<file path="src/rtl/cavf_pkg.sv">
package cavf_pkg;

	// Fixed formats of the sample and result words
	localparam int ACC_W   = 16;
	localparam int RATE_W  = 32;
	localparam int DT_W    = 24;
	localparam int ANG_W   = 32;
	localparam int WGT_W   = 17;
	localparam int TAB_FRAC = 24;
	localparam int CORD_W  = 50;
	localparam int Z_W     = 34;
	localparam int MUL_A_W = 32;
	localparam int MUL_B_W = 25;
	localparam int PROD_W  = 57;

	localparam logic [WGT_W-1:0] WGT_ONE   = 17'd65536;
	localparam logic [WGT_W-1:0] WGT_RESET = 17'd64225;

	// Sample word as it sits in the queue, with front-end classification
	typedef struct packed {
		logic signed [ACC_W-1:0]  accel_x;
		logic signed [ACC_W-1:0]  accel_y;
		logic signed [ACC_W-1:0]  accel_z;
		logic signed [RATE_W-1:0] rate_roll;
		logic signed [RATE_W-1:0] rate_pitch;
		logic [DT_W-1:0]          step_time;
		logic [31:0]              sumsq;
		logic                     roll_zero;
		logic                     pitch_zero;
	} cavf_item_t;

	typedef enum logic [3:0] {
		ST_IDLE,
		ST_SQRT,
		ST_CROLL,
		ST_CPITCH,
		ST_MRATE,
		ST_GYRO,
		ST_MGW,
		ST_MAW,
		ST_BLEND,
		ST_EMIT
	} cavf_state_t;

	// atan(2^-i) in degrees, 24 fraction bits
	function automatic logic signed [Z_W-1:0] atan_deg(input logic [4:0] i);
		logic signed [Z_W-1:0] r;
		unique case (i)
			5'd0:  r = 34'sd754974720;
			5'd1:  r = 34'sd445687602;
			5'd2:  r = 34'sd235489088;
			5'd3:  r = 34'sd119537938;
			5'd4:  r = 34'sd60000934;
			5'd5:  r = 34'sd30029717;
			5'd6:  r = 34'sd15018523;
			5'd7:  r = 34'sd7509720;
			5'd8:  r = 34'sd3754917;
			5'd9:  r = 34'sd1877466;
			5'd10: r = 34'sd938734;
			5'd11: r = 34'sd469367;
			5'd12: r = 34'sd234683;
			5'd13: r = 34'sd117342;
			5'd14: r = 34'sd58671;
			5'd15: r = 34'sd29335;
			5'd16: r = 34'sd14668;
			5'd17: r = 34'sd7334;
			5'd18: r = 34'sd3667;
			5'd19: r = 34'sd1833;
			5'd20: r = 34'sd917;
			5'd21: r = 34'sd458;
			5'd22: r = 34'sd229;
			5'd23: r = 34'sd115;
			default: r = '0;
		endcase
		return r;
	endfunction

	// Clamp to the 32-bit signed range
	function automatic logic signed [ANG_W-1:0] sat32(input logic signed [63:0] v);
		logic signed [ANG_W-1:0] r;
		if (v > 64'sd2147483647) begin
			r = 32'sh7fffffff;
		end else if (v < -64'sd2147483648) begin
			r = 32'sh80000000;
		end else begin
			r = v[ANG_W-1:0];
		end
		return r;
	endfunction

endpackage

</file>
<file path="src/rtl/cavf_queue.sv">
module cavf_queue (
	input  logic                 clk,
	input  logic                 arst_n,
	input  logic                 push,
	input  cavf_pkg::cavf_item_t push_item,
	output logic                 full,
	input  logic                 pop,
	output logic                 pop_valid,
	output cavf_pkg::cavf_item_t pop_item
);
	import cavf_pkg::*;

	cavf_item_t mem_q [2];
	logic       wr_ptr_q;
	logic       rd_ptr_q;
	logic [1:0] count_q;

	assign full      = count_q == 2'd2;
	assign pop_valid = count_q != 2'd0;
	assign pop_item  = mem_q[rd_ptr_q];

	// Store the incoming word
	always_ff @(posedge clk) begin
		if (push) begin
			mem_q[wr_ptr_q] <= push_item;
		end
	end

	// Advance pointers and occupancy
	always_ff @(posedge clk or negedge arst_n) begin
		if (!arst_n) begin
			wr_ptr_q <= 1'b0;
			rd_ptr_q <= 1'b0;
			count_q  <= 2'd0;
		end else begin
			if (push) wr_ptr_q <= !wr_ptr_q;
			if (pop) rd_ptr_q <= !rd_ptr_q;
			count_q <= count_q + 2'(push) - 2'(pop);
		end
	end

	a_no_pop_empty: assert property (@(posedge clk) disable iff (!arst_n)
		pop |-> count_q != 2'd0) else $error("pop from empty queue");
	a_no_push_full: assert property (@(posedge clk) disable iff (!arst_n)
		push |-> count_q != 2'd2) else $error("push into full queue");
	a_count_range: assert property (@(posedge clk) disable iff (!arst_n)
		(push && !pop) |=> count_q == $past(count_q) + 2'd1)
		else $error("occupancy did not grow");

endmodule

</file>
<file path="config.mk">
export PLATFORM = sky130hd
export DESIGN_NAME = cavf_queue
export DESIGN_NICKNAME = d
export VERILOG_FILES = /design/src/rtl/cavf_pkg.sv /design/src/rtl/cavf_queue.sv
export SDC_FILE = /design/constraint.sdc
export NUM_CORES = 1
export LEC_CHECK = 0
export ABC_CLOCK_PERIOD_IN_PS = 8800
export BUFFER_PORTS_ARGS = -buffer_cell sky130_fd_sc_hd__buf_4
export CORE_MARGIN = 3
export CORE_UTILIZATION = 47
export CTS_CLUSTER_SIZE = 24
export DETAILED_ROUTE_END_ITERATION = 8
export PLACE_DENSITY = 0.76
export SLEW_MARGIN = 20
export SYNTH_ARGS = -nofsm -noshare
export SYNTH_HDL_FRONTEND = slang
export SYNTH_SLANG_ARGS = --single-unit
</file>
<file path="constraint.sdc">
create_clock -name clk -period 8.8 [get_ports clk]
set_clock_uncertainty 0.2 [all_clocks]
set_input_delay 0.44 -clock clk [delete_from_list [all_inputs] [get_ports clk]]
set_output_delay 0.44 -clock clk [all_outputs]
set_load 0.02 [all_outputs]
</file>
* Word level (Yosys, flattened, before mapping)
Memories as Yosys holds them, arrays and structs flattened. Cells that the tools add are included. W data, S select, Z words.
Storage, ports and cells: bits in registers 4, RAM bits 340, input port bits 174, output and inout port bits 172, logic and storage cells 12, memories kept 1
Cells by class: add/sub/neg operators 2, eq/ne operators 1, mux-type cells 2, reduce and logical (&&, ||, !) cells 3
Memory list:
- mem_q | depth 2, width 170, rd ports 1, clocked after memory_dff 0, wr ports 1, RTL line cavf_queue.sv:13 | cavf_item_t mem_q [2];
Operators by type and width (count):
- $add A2 B1 Y2 | 1
- $eq A2 B2 Y1 const B | 1
- $logic_not A1 Y1 | 2
- $mux W1 | 2
- $reduce_bool A2 Y1 | 1
- $sub A2 B1 Y2 | 1

* Logic depth before layout (Yosys ltp)
depth in word-level cells 2, mapped depth 5, depth with buffers taken out 5

* Least setup slack after synthesis
OpenSTA, ideal clock, no wires.
path kind register to register, from reg wr_ptr_q, to mem mem_q[0][0] in the netlist's numbering (enable), setup time 723 ps, arrival 7903 ps, data required time 7877 ps, setup slack -26 ps, stages on the path, launching flop included 2, buffers on the path 0, period minus slack after synthesis 8826 ps, path through dfrtp_1 -> nor2b_1
RTL lines:
- start: declaration | RTL line cavf_queue.sv:14 | logic wr_ptr_q;
- start signal: assignment | RTL line cavf_queue.sv:36 | if (push) wr_ptr_q <= !wr_ptr_q;
- end: declaration | RTL line cavf_queue.sv:13
No word-level cell before the write port.

==> metrics.txt <==
Clk pin slew, worst setup/hold paths 0.06 ns; number of global-route vias before repair 7853; drt pass-1 iters 4; synth cell count leaders edfxtp_1 (340), mux2_4 (90), mux2_2 (80); main flop type after synthesis edfxtp_1; Avg WL per Cell 20.1 um; status finished clean; Post-synth EDFFs 340; post-cts resize count 0; Final setup viols 0; Starting Density 48.5%; Power Density 312 nW/um^2; DRT iter0 DRCs 408; Die Ht 171 um; full die area 29300 um^2; Worst VDD drop 0.271 mV; die width 171 um; area delta synth->final 44.6%; GR Util met1 21.7%; CTS buffer count 36; setup bufs post-CTS 0; Worst Path Required 8.16 ns; count leader, synth edfxtp_1; Via Count 7154; CTS max path bufs 3; Total Wirelength 29.1 mm; met3 Track Usage GR 5.03%; share of layout cells above drive strength 1 51.4%; CP Class reg2out; critical path launch point rd_ptr_q; Layout fillers 1642; final hold slack 0.113 ns; period utilisation layout 41.8%; syn_area_per_cell 23.6 um^2; Synth area leaders edfxtp_1 (80%), mux2_4 (11%), mux2_2 (7.0%), buf_6 (0.97%), dfrtp_1 (0.78%); CTS HTree Levels 2; setup tns final 0 ns; hold crit path type in2async; Clk Latency, worst-skew pair 0.49 ns; synthesized area 12800 um^2; final hold viol count 0; worst flop-to-flop path startpoint wr_ptr_q; cts hold-fix bufs 173; DRC violations left 0; Net Count, Synth 720; register area share after synthesis 80.4%; CTS tree done; Vias per Instance 4.95; GP Congestion 0.782; Final ANT Viol Nets 0; cell count after synthesis 544; post-synthesis async set-or-reset flop share 1.16%; arrival time worst endpoint 3.04 ns; post-layout power 0.00578 W; PortBufs 345; initial antenna violation count 2; DP HPWL 17.1 mm; Synth area leader edfxtp_1; # rows 59; worst reg-to-reg setup slack 6.05 ns; Leak 7.29 nW; reg2reg end mem_q[0][148]; # IOs 346; Final #Nets 1263; # Max-Cap Violations 0; minimum clock period 3.68 ns; Yosys reg bits 344; grt met2 use 35.4%; number of library cell types mapped by synthesis 13; clk sink count 344; highest clock rate 0.272 GHz; critical path endpoint category primary output; worst-margin pin slew 1.07 ns; Core ar. 26400 um^2; FF-to-FF path depth 2; busiest grt layer met2; Worst slew margin 28.6%; worst setup path endpoint pop_item[169]; fin. max-slew vios 0; first-pass GRT wire length 43.4 mm; Root Driver clkbuf_16; Yosys top cell area share 79.6%; RSZ-0062 raised after global routing false; GRT Util Overall 19.2%; Warnings, synthesis 0; largest net degree at the start of global routing 79; global route overflow 0; critical path fanouts, max 57; CP Launch Type flip-flop
cells by family (layout without fill, tap and decap cells):
group / count (synthesis) / in the layout / share of synthesized area, %
mux: 170 / 170 / 17.6
other cells: 0 / 1 / 0
xor+xnor: 3 / 3 / 0.322
fa+ha+maj: 2 / 2 / 0.195
flops: 344 / 344 / 80.4
buf+inv: 21 / 585 / 1.34
simple gates: 4 / 4 / 0.195
registers in the layout, indices dropped and copies added (netlist names):
register,flops
wr_ptr_q,1
mem_q,340
rd_ptr_q,1
count_q,2
worst min-delay path by stage:
stage | start | to | slack (ns) | cells past startpoint
after floorplan | arst_n | count_q[0] | -0.06 | 0
after global placement | arst_n | rd_ptr_q | 0.04 | 1
after detailed placement | arst_n | rd_ptr_q | 0.04 | 1
after CTS | arst_n | rd_ptr_q | 0.11 | 2
after global routing | arst_n | rd_ptr_q | 0.09 | 2
final | arst_n | rd_ptr_q | 0.11 | 2
placed cells by master (no fill, tap or decap):
cell type,n
nor2b_4,1
or2_2,1
mux2_4,90
nor2b_1,1
edfxtp_1,340
xor2_1,2
dlygate4sd3_1,173
xor3_1,1
clkinv_4,1
ha_1,2
dfrtp_4,1
dfrtp_1,3
clkinv_2,4
clkbuf_1,11
mux2_2,80
clkbuf_16,37
bufinv_16,2
diode_2,1
inv_1,2
inv_6,1
and2_4,1
buf_4,351
clkinv_1,3
routing by layer:
layer / vias to the layer above / share of wire (%) / routed length, um
met4: 2 / 3.2 / 921
met5: - / 0.045 / 13
met3: 70 / 7.6 / 2210
li1: 3255 / - / -
met2: 319 / 53 / 15500
met1: 3508 / 36 / 10400
power breakdown:
group	switching (W)	internal, W
Sequential	0.000135	0.00218
Clock	0.000574	0.000828
Combinational	0.00106	0.00100
Total	0.00177	0.00401
cell type report:
class	count	area, um^2	area share (%)
Sequential cell	344	10300	55.6
Clock buffer	48	967	5.22
Multi-Input combinational cell	179	2350	12.7
Antenna cell	1	2.50	0.0135
Clock inverter	11	109	0.587
Inverter	2	7.51	0.0405
Tap cell	335	419	2.26
Timing Repair Buffer	524	4370	23.6
critical path: stages, from the launching register on:
cell and delay, ns:
dfrtp_4 0.96, buf_4 0.89, mux2_2 0.42, buf_4 0.16
stage by stage:
| step | worst slack [ns] | instances | area [um^2] | util, % |
|---|---|---|---|---|
| floorplan | 3.29 | 544 | 12800 | - |
| global placement | 5.62 | 1211 | 15700 | 59.5 |
| detailed placement | 5.65 | 1211 | 15700 | 59.5 |
| CTS | 5.11 | 1443 | 18500 | 70.1 |
| global route | 5.00 | 1444 | 18500 | 70.1 |
| finish | 5.12 | 1444 | 18500 | 70.1 |
Note: power is estimated with default switching activity, not from simulation.
