===== src/rtl/cavf_pkg.sv =====
package cavf_pkg;

	// Fixed formats of the sample and result words
	localparam int ACC_W   = 16;
	localparam int RATE_W  = 32;
	localparam int DT_W    = 24;
	localparam int ANG_W   = 32;
	localparam int WGT_W   = 17;
	localparam int TAB_FRAC = 24;
	localparam int CORD_W  = 50;
	localparam int Z_W     = 34;
	localparam int MUL_A_W = 32;
	localparam int MUL_B_W = 25;
	localparam int PROD_W  = 57;

	localparam logic [WGT_W-1:0] WGT_ONE   = 17'd65536;
	localparam logic [WGT_W-1:0] WGT_RESET = 17'd64225;

	// Sample word as it sits in the queue, with front-end classification
	typedef struct packed {
		logic signed [ACC_W-1:0]  accel_x;
		logic signed [ACC_W-1:0]  accel_y;
		logic signed [ACC_W-1:0]  accel_z;
		logic signed [RATE_W-1:0] rate_roll;
		logic signed [RATE_W-1:0] rate_pitch;
		logic [DT_W-1:0]          step_time;
		logic [31:0]              sumsq;
		logic                     roll_zero;
		logic                     pitch_zero;
	} cavf_item_t;

	typedef enum logic [3:0] {
		ST_IDLE,
		ST_SQRT,
		ST_CROLL,
		ST_CPITCH,
		ST_MRATE,
		ST_GYRO,
		ST_MGW,
		ST_MAW,
		ST_BLEND,
		ST_EMIT
	} cavf_state_t;

	// atan(2^-i) in degrees, 24 fraction bits
	function automatic logic signed [Z_W-1:0] atan_deg(input logic [4:0] i);
		logic signed [Z_W-1:0] r;
		unique case (i)
			5'd0:  r = 34'sd754974720;
			5'd1:  r = 34'sd445687602;
			5'd2:  r = 34'sd235489088;
			5'd3:  r = 34'sd119537938;
			5'd4:  r = 34'sd60000934;
			5'd5:  r = 34'sd30029717;
			5'd6:  r = 34'sd15018523;
			5'd7:  r = 34'sd7509720;
			5'd8:  r = 34'sd3754917;
			5'd9:  r = 34'sd1877466;
			5'd10: r = 34'sd938734;
			5'd11: r = 34'sd469367;
			5'd12: r = 34'sd234683;
			5'd13: r = 34'sd117342;
			5'd14: r = 34'sd58671;
			5'd15: r = 34'sd29335;
			5'd16: r = 34'sd14668;
			5'd17: r = 34'sd7334;
			5'd18: r = 34'sd3667;
			5'd19: r = 34'sd1833;
			5'd20: r = 34'sd917;
			5'd21: r = 34'sd458;
			5'd22: r = 34'sd229;
			5'd23: r = 34'sd115;
			default: r = '0;
		endcase
		return r;
	endfunction

	// Clamp to the 32-bit signed range
	function automatic logic signed [ANG_W-1:0] sat32(input logic signed [63:0] v);
		logic signed [ANG_W-1:0] r;
		if (v > 64'sd2147483647) begin
			r = 32'sh7fffffff;
		end else if (v < -64'sd2147483648) begin
			r = 32'sh80000000;
		end else begin
			r = v[ANG_W-1:0];
		end
		return r;
	endfunction

endpackage


===== src/rtl/cavf_if.sv =====
interface cavf_in_if;
	logic               valid;
	logic               ready;
	logic signed [15:0] accel_x;
	logic signed [15:0] accel_y;
	logic signed [15:0] accel_z;
	logic signed [31:0] rate_roll;
	logic signed [31:0] rate_pitch;
	logic [23:0]        step_time;

	modport source (output valid, accel_x, accel_y, accel_z, rate_roll, rate_pitch,
		step_time, input ready);
	modport sink (input valid, accel_x, accel_y, accel_z, rate_roll, rate_pitch,
		step_time, output ready);
endinterface



===== src/rtl/cavf_front.sv =====
module cavf_front (
	cavf_in_if.sink                sample,
	input  logic                   full,
	output logic                   push,
	output cavf_pkg::cavf_item_t   item
);
	import cavf_pkg::*;

	logic signed [31:0] ysq;
	logic signed [31:0] zsq;

	// Accept while the queue has room
	assign sample.ready = !full;
	assign push = sample.valid && !full;

	// Square the horizontal components for the pitch magnitude
	assign ysq = 32'(sample.accel_y * sample.accel_y);
	assign zsq = 32'(sample.accel_z * sample.accel_z);

	// Pack the word and flag the degenerate atan2 cases
	always_comb begin
		item.accel_x    = sample.accel_x;
		item.accel_y    = sample.accel_y;
		item.accel_z    = sample.accel_z;
		item.rate_roll  = sample.rate_roll;
		item.rate_pitch = sample.rate_pitch;
		item.step_time  = sample.step_time;
		item.sumsq      = unsigned'(ysq) + unsigned'(zsq);
		item.roll_zero  = (sample.accel_y == '0) && (sample.accel_z == '0);
		item.pitch_zero = item.roll_zero && (sample.accel_x == '0);
	end

endmodule


===== src/flat_wrapper.sv =====
// flat-port wrapper written by rule: the top's interface ports become plain ports
module cavf_front_flat import cavf_pkg::*;
  (full, push, item, sample_valid, sample_accel_x, sample_accel_y, sample_accel_z, sample_rate_roll, sample_rate_pitch, sample_step_time, sample_ready);
  cavf_in_if sample_i ();
  input  logic full;
  output logic push;
  output cavf_pkg::cavf_item_t item;
  input wire logic [$bits(sample_i.valid)-1:0] sample_valid;
  input wire logic [$bits(sample_i.accel_x)-1:0] sample_accel_x;
  input wire logic [$bits(sample_i.accel_y)-1:0] sample_accel_y;
  input wire logic [$bits(sample_i.accel_z)-1:0] sample_accel_z;
  input wire logic [$bits(sample_i.rate_roll)-1:0] sample_rate_roll;
  input wire logic [$bits(sample_i.rate_pitch)-1:0] sample_rate_pitch;
  input wire logic [$bits(sample_i.step_time)-1:0] sample_step_time;
  output wire logic [$bits(sample_i.ready)-1:0] sample_ready;
  assign sample_i.valid = sample_valid;
  assign sample_i.accel_x = sample_accel_x;
  assign sample_i.accel_y = sample_accel_y;
  assign sample_i.accel_z = sample_accel_z;
  assign sample_i.rate_roll = sample_rate_roll;
  assign sample_i.rate_pitch = sample_rate_pitch;
  assign sample_i.step_time = sample_step_time;
  assign sample_ready = sample_i.ready;
  cavf_front u_core (.sample(sample_i), .full(full), .push(push), .item(item));
endmodule

===== config.mk =====
export PLATFORM = sky130hd
export DESIGN_NAME = cavf_front_flat
export DESIGN_NICKNAME = d
export VERILOG_FILES = /design/src/rtl/cavf_pkg.sv /design/src/rtl/cavf_if.sv /design/src/rtl/cavf_front.sv /design/src/flat_wrapper.sv
export SDC_FILE = /design/constraint.sdc
export NUM_CORES = 1
export LEC_CHECK = 0
export ABC_AREA = 1
export BUFFER_PORTS_ARGS = -buffer_cell sky130_fd_sc_hd__buf_2
export CELL_PAD_IN_SITES_DETAIL_PLACEMENT = 0
export CELL_PAD_IN_SITES_GLOBAL_PLACEMENT = 1
export CORE_ASPECT_RATIO = 1.25
export CORE_MARGIN = 1.5
export CORE_UTILIZATION = 49
export DETAILED_ROUTE_END_ITERATION = 12
export PLACE_DENSITY_LB_ADDON = 0.2
export SETUP_SLACK_MARGIN = 0.4
export SLEW_MARGIN = 15
export SYNTH_ARGS = -nofsm -noshare
export SYNTH_HDL_FRONTEND = slang
export SYNTH_SLANG_ARGS = --single-unit

===== constraint.sdc =====
create_clock -name vclk -period 15.4
set_input_delay 0.77 -clock vclk [all_inputs]
set_output_delay 0.77 -clock vclk [all_outputs]
set_load 0.03 [all_outputs]

After elaboration in Yosys (flattened, before gate mapping)

Index checks and enable logic that the tools add are counted.

Bits in registers: 0
Input port bits: 138
Word-level logic and storage cells: 10

$add $sub $neg: 1
Multipliers: 2
Reductions and logical operators: 7

Operators with widths:

| operator          | count |
|---|---|
| $mul 16x16->32    | 2 |
| $logic_not 16->1  | 3 |
| $add 32x32->32    | 1 |
| $logic_and 1x1->1 | 3 |
| $logic_not 1->1   | 1 |

Logic depth before layout (Yosys ltp)

Depth in word-level cells: 3
Depth in mapped cells: 29

Least setup slack after synthesis

Ideal clock, no wire load.

Kind: input -> output
Start: input port sample_accel_z[15]
End: output port item[25] in the netlist's numbering
Data arrival time: 7.381 ns
Required time: 14.630 ns
Slack: 7.249 ns
Stages on the path: 23
Path buffers: 2
Cells stage by stage: clkbuf_1 > buf_1 > nand2_1 > fa_1 > inv_1 > fa_1 > inv_1 > fa_1 > inv_1 > fa_1 > fa_1 > fa_1 > fa_1 > inv_1 > fa_1 > inv_1 > ha_1 > a21oi_1 > a21boi_0 > nand2_1 > a21oi_1 > nand2_1 > xor2_1

RTL lines:

| what               | RTL line           | RTL |
|---|---|---|
| start: declaration | flat_wrapper.sv:11 | `input wire logic [$bits(sample_i.accel_z)-1:0] sample_accel_z;` |
| end: declaration   | flat_wrapper.sv:7  | `output cavf_pkg::cavf_item_t item;` |

==> results_dict.tcl <==
set metrics [dict create \
    status "completed" \
    min_period_ns 8.72 \
    antenna_found_initial 1 \
    startpoint_type "input pin" \
    grt_max_degree 25 \
    hp-start "sample_rate_roll[20]" \
    viasPerCell 4.89 \
    cp.arrival_ns 7.95 \
    drv_slew 0 \
    tightest_slew_ns 0.606 \
    final_common_cell "inv_1" \
    path_buf_inv 8 \
    gr-usage-all-layers_pct 24.6 \
    die_area_um2 40700 \
    critPathMostFrequentCell "fa_1" \
    io_pins 310 \
    drtIter0Drc 462 \
    rows 81 \
    stdcell_area_um2 19400 \
    drt_first_pass_iters 6 \
    globalRouteOverflowTotal 0 \
    setup_violations 0 \
    hold_viol 0 \
    ctsResizeCount 0 \
    grt_pass1_wl_mm 75.8 \
    dp_hpwl_mm 42.3 \
    finalCritPeriodShare_pct 56.6 \
    worstPathRequired_ns 14.63 \
    synth_cells 2282 \
    relSlewSlack_pct 59.6 \
    nClkBuffers 0 \
    place.gp.congestion 0.858 \
    fill_cells 3928 \
    synth_area_um2 19400 \
    hold_path_end "item[110]" \
    seqCellArea_um2 0 \
    fmaxAchievable_mhz 115 \
    ys_top_cells_by_area "fa_1, inv_1, ha_1" \
    rsz0062_at_grt "no" \
    synth.net_count 3089 \
    die_w_um 181 \
    utilization_pct 49.7 \
    cap_violations 0 \
    fin_nets 3023 \
    final_cell_mix "inv_1, fa_1, nand2_1" \
    yosysWarnings 0 \
    ys_seq_area_share_pct 0 \
    avgSynthCellArea_um2 8.48 \
    placed_cell_area_um2 19400 \
    grt_pass1_vias 14800 \
    ys_types 38 \
    initial_core_util_pct 49.6 \
    cp_max_fo 21 \
    routedWlPerCell_um 17.7 \
    synth_top_area_share_pct 54.0 \
    hold_depth 0 \
    portBuffers 134 \
    path_class "input pin to output port" \
    vias 13300 \
    seq_cell_count 0 \
    drt-total-wl_mm 47.9 \
    fin_setup_tns_ns 0 \
    drcViolationCount 0 \
    ctsHoldBuffers 0 \
    end_kind "output port" \
    cts_setup_buffers 0 \
    drive_above_1_share_pct 6.96 \
    syn_to_final_growth_pct 0.136 \
    cp_top_family "adder cells" \
    die_h_um 225 \
    core_um2 39000 \
    slowest_delay_ns 0.81 \
    ant_nets 0 \
    cp_slowest_cell "fa_1" \
    yosysTopAreaCell "fa_1" \
    min_path_type "input pin to output port" \
]
[cells by family after synthesis]
logic type	share of synthesized area (%)
buf+inv	21.9
fa+ha+maj	63.5
simple gates	10.5
compound gates	2.24
xor+xnor	1.85
[final cells by class]
class | count | area (µm²) | area share (%)
diodes | 1 | 2.50 | 0.0129
inverters | 793 | 2980 | 15.4
multi-input cells | 1287 | 15100 | 78.0
well taps | 498 | 623 | 3.21
repair buffers | 134 | 671 | 3.46
[per-stage QoR]
step / cells / hold WS (ns) / setup slack, ns
after detailed placement: 2712 / 1.54 / 6.73
final: 2713 / 1.54 / 6.68
after floorplan: 2282 / 1.65 / 7.25
after global routing: 2713 / 1.54 / 6.32
after global placement: 2712 / 1.54 / 6.83
after CTS: 2712 / 1.54 / 6.70
[metal layers]
| layer | track usage (%) | share of wire (%) | up-vias |
|---|---|---|---|
| li1 | - | - | 6054 |
| met1 | 24.9 | 33 | 6807 |
| met2 | 50.0 | 59 | 286 |
| met3 | 1.41 | 2.6 | 111 |
| met4 | 13.0 | 6.1 | 0 |
| met5 | 0 | 0 | - |
[synthesized netlist by cell type, drive strengths merged]
library cell / n
a21boi: 2
a21o: 3
a21oi: 36
a31o: 2
a31oi: 2
and3: 1
buf: 142
clkbuf: 60
clkinv: 1
fa: 522
ha: 147
inv: 792
nand2: 374
nand3: 27
nand3b: 2
nand4: 10
nor2: 72
nor3: 8
nor4: 8
o211ai: 1
o21a: 1
o21ai: 16
o21bai: 8
o31ai: 1
or2: 3
xnor2: 11
xor2: 30
[worst max path at each step]
| stage | from | to | slack [ns] | cells after the start |
|---|---|---|---|---|
| floorplan | sample_accel_z[15] | item[25] | 7.25 | 23 |
| global placement | sample_accel_z[1] | item[33] | 6.83 | 25 |
| detailed placement | sample_accel_z[1] | item[33] | 6.73 | 25 |
| CTS | sample_accel_z[15] | item[33] | 6.70 | 25 |
| global route | sample_accel_z[15] | item[33] | 6.32 | 25 |
| finish | sample_accel_z[15] | item[33] | 6.68 | 25 |
Power is left out: the tool's default activity adds up to more than one toggle a clock period on the data nets, which glitch-free logic cannot reach.
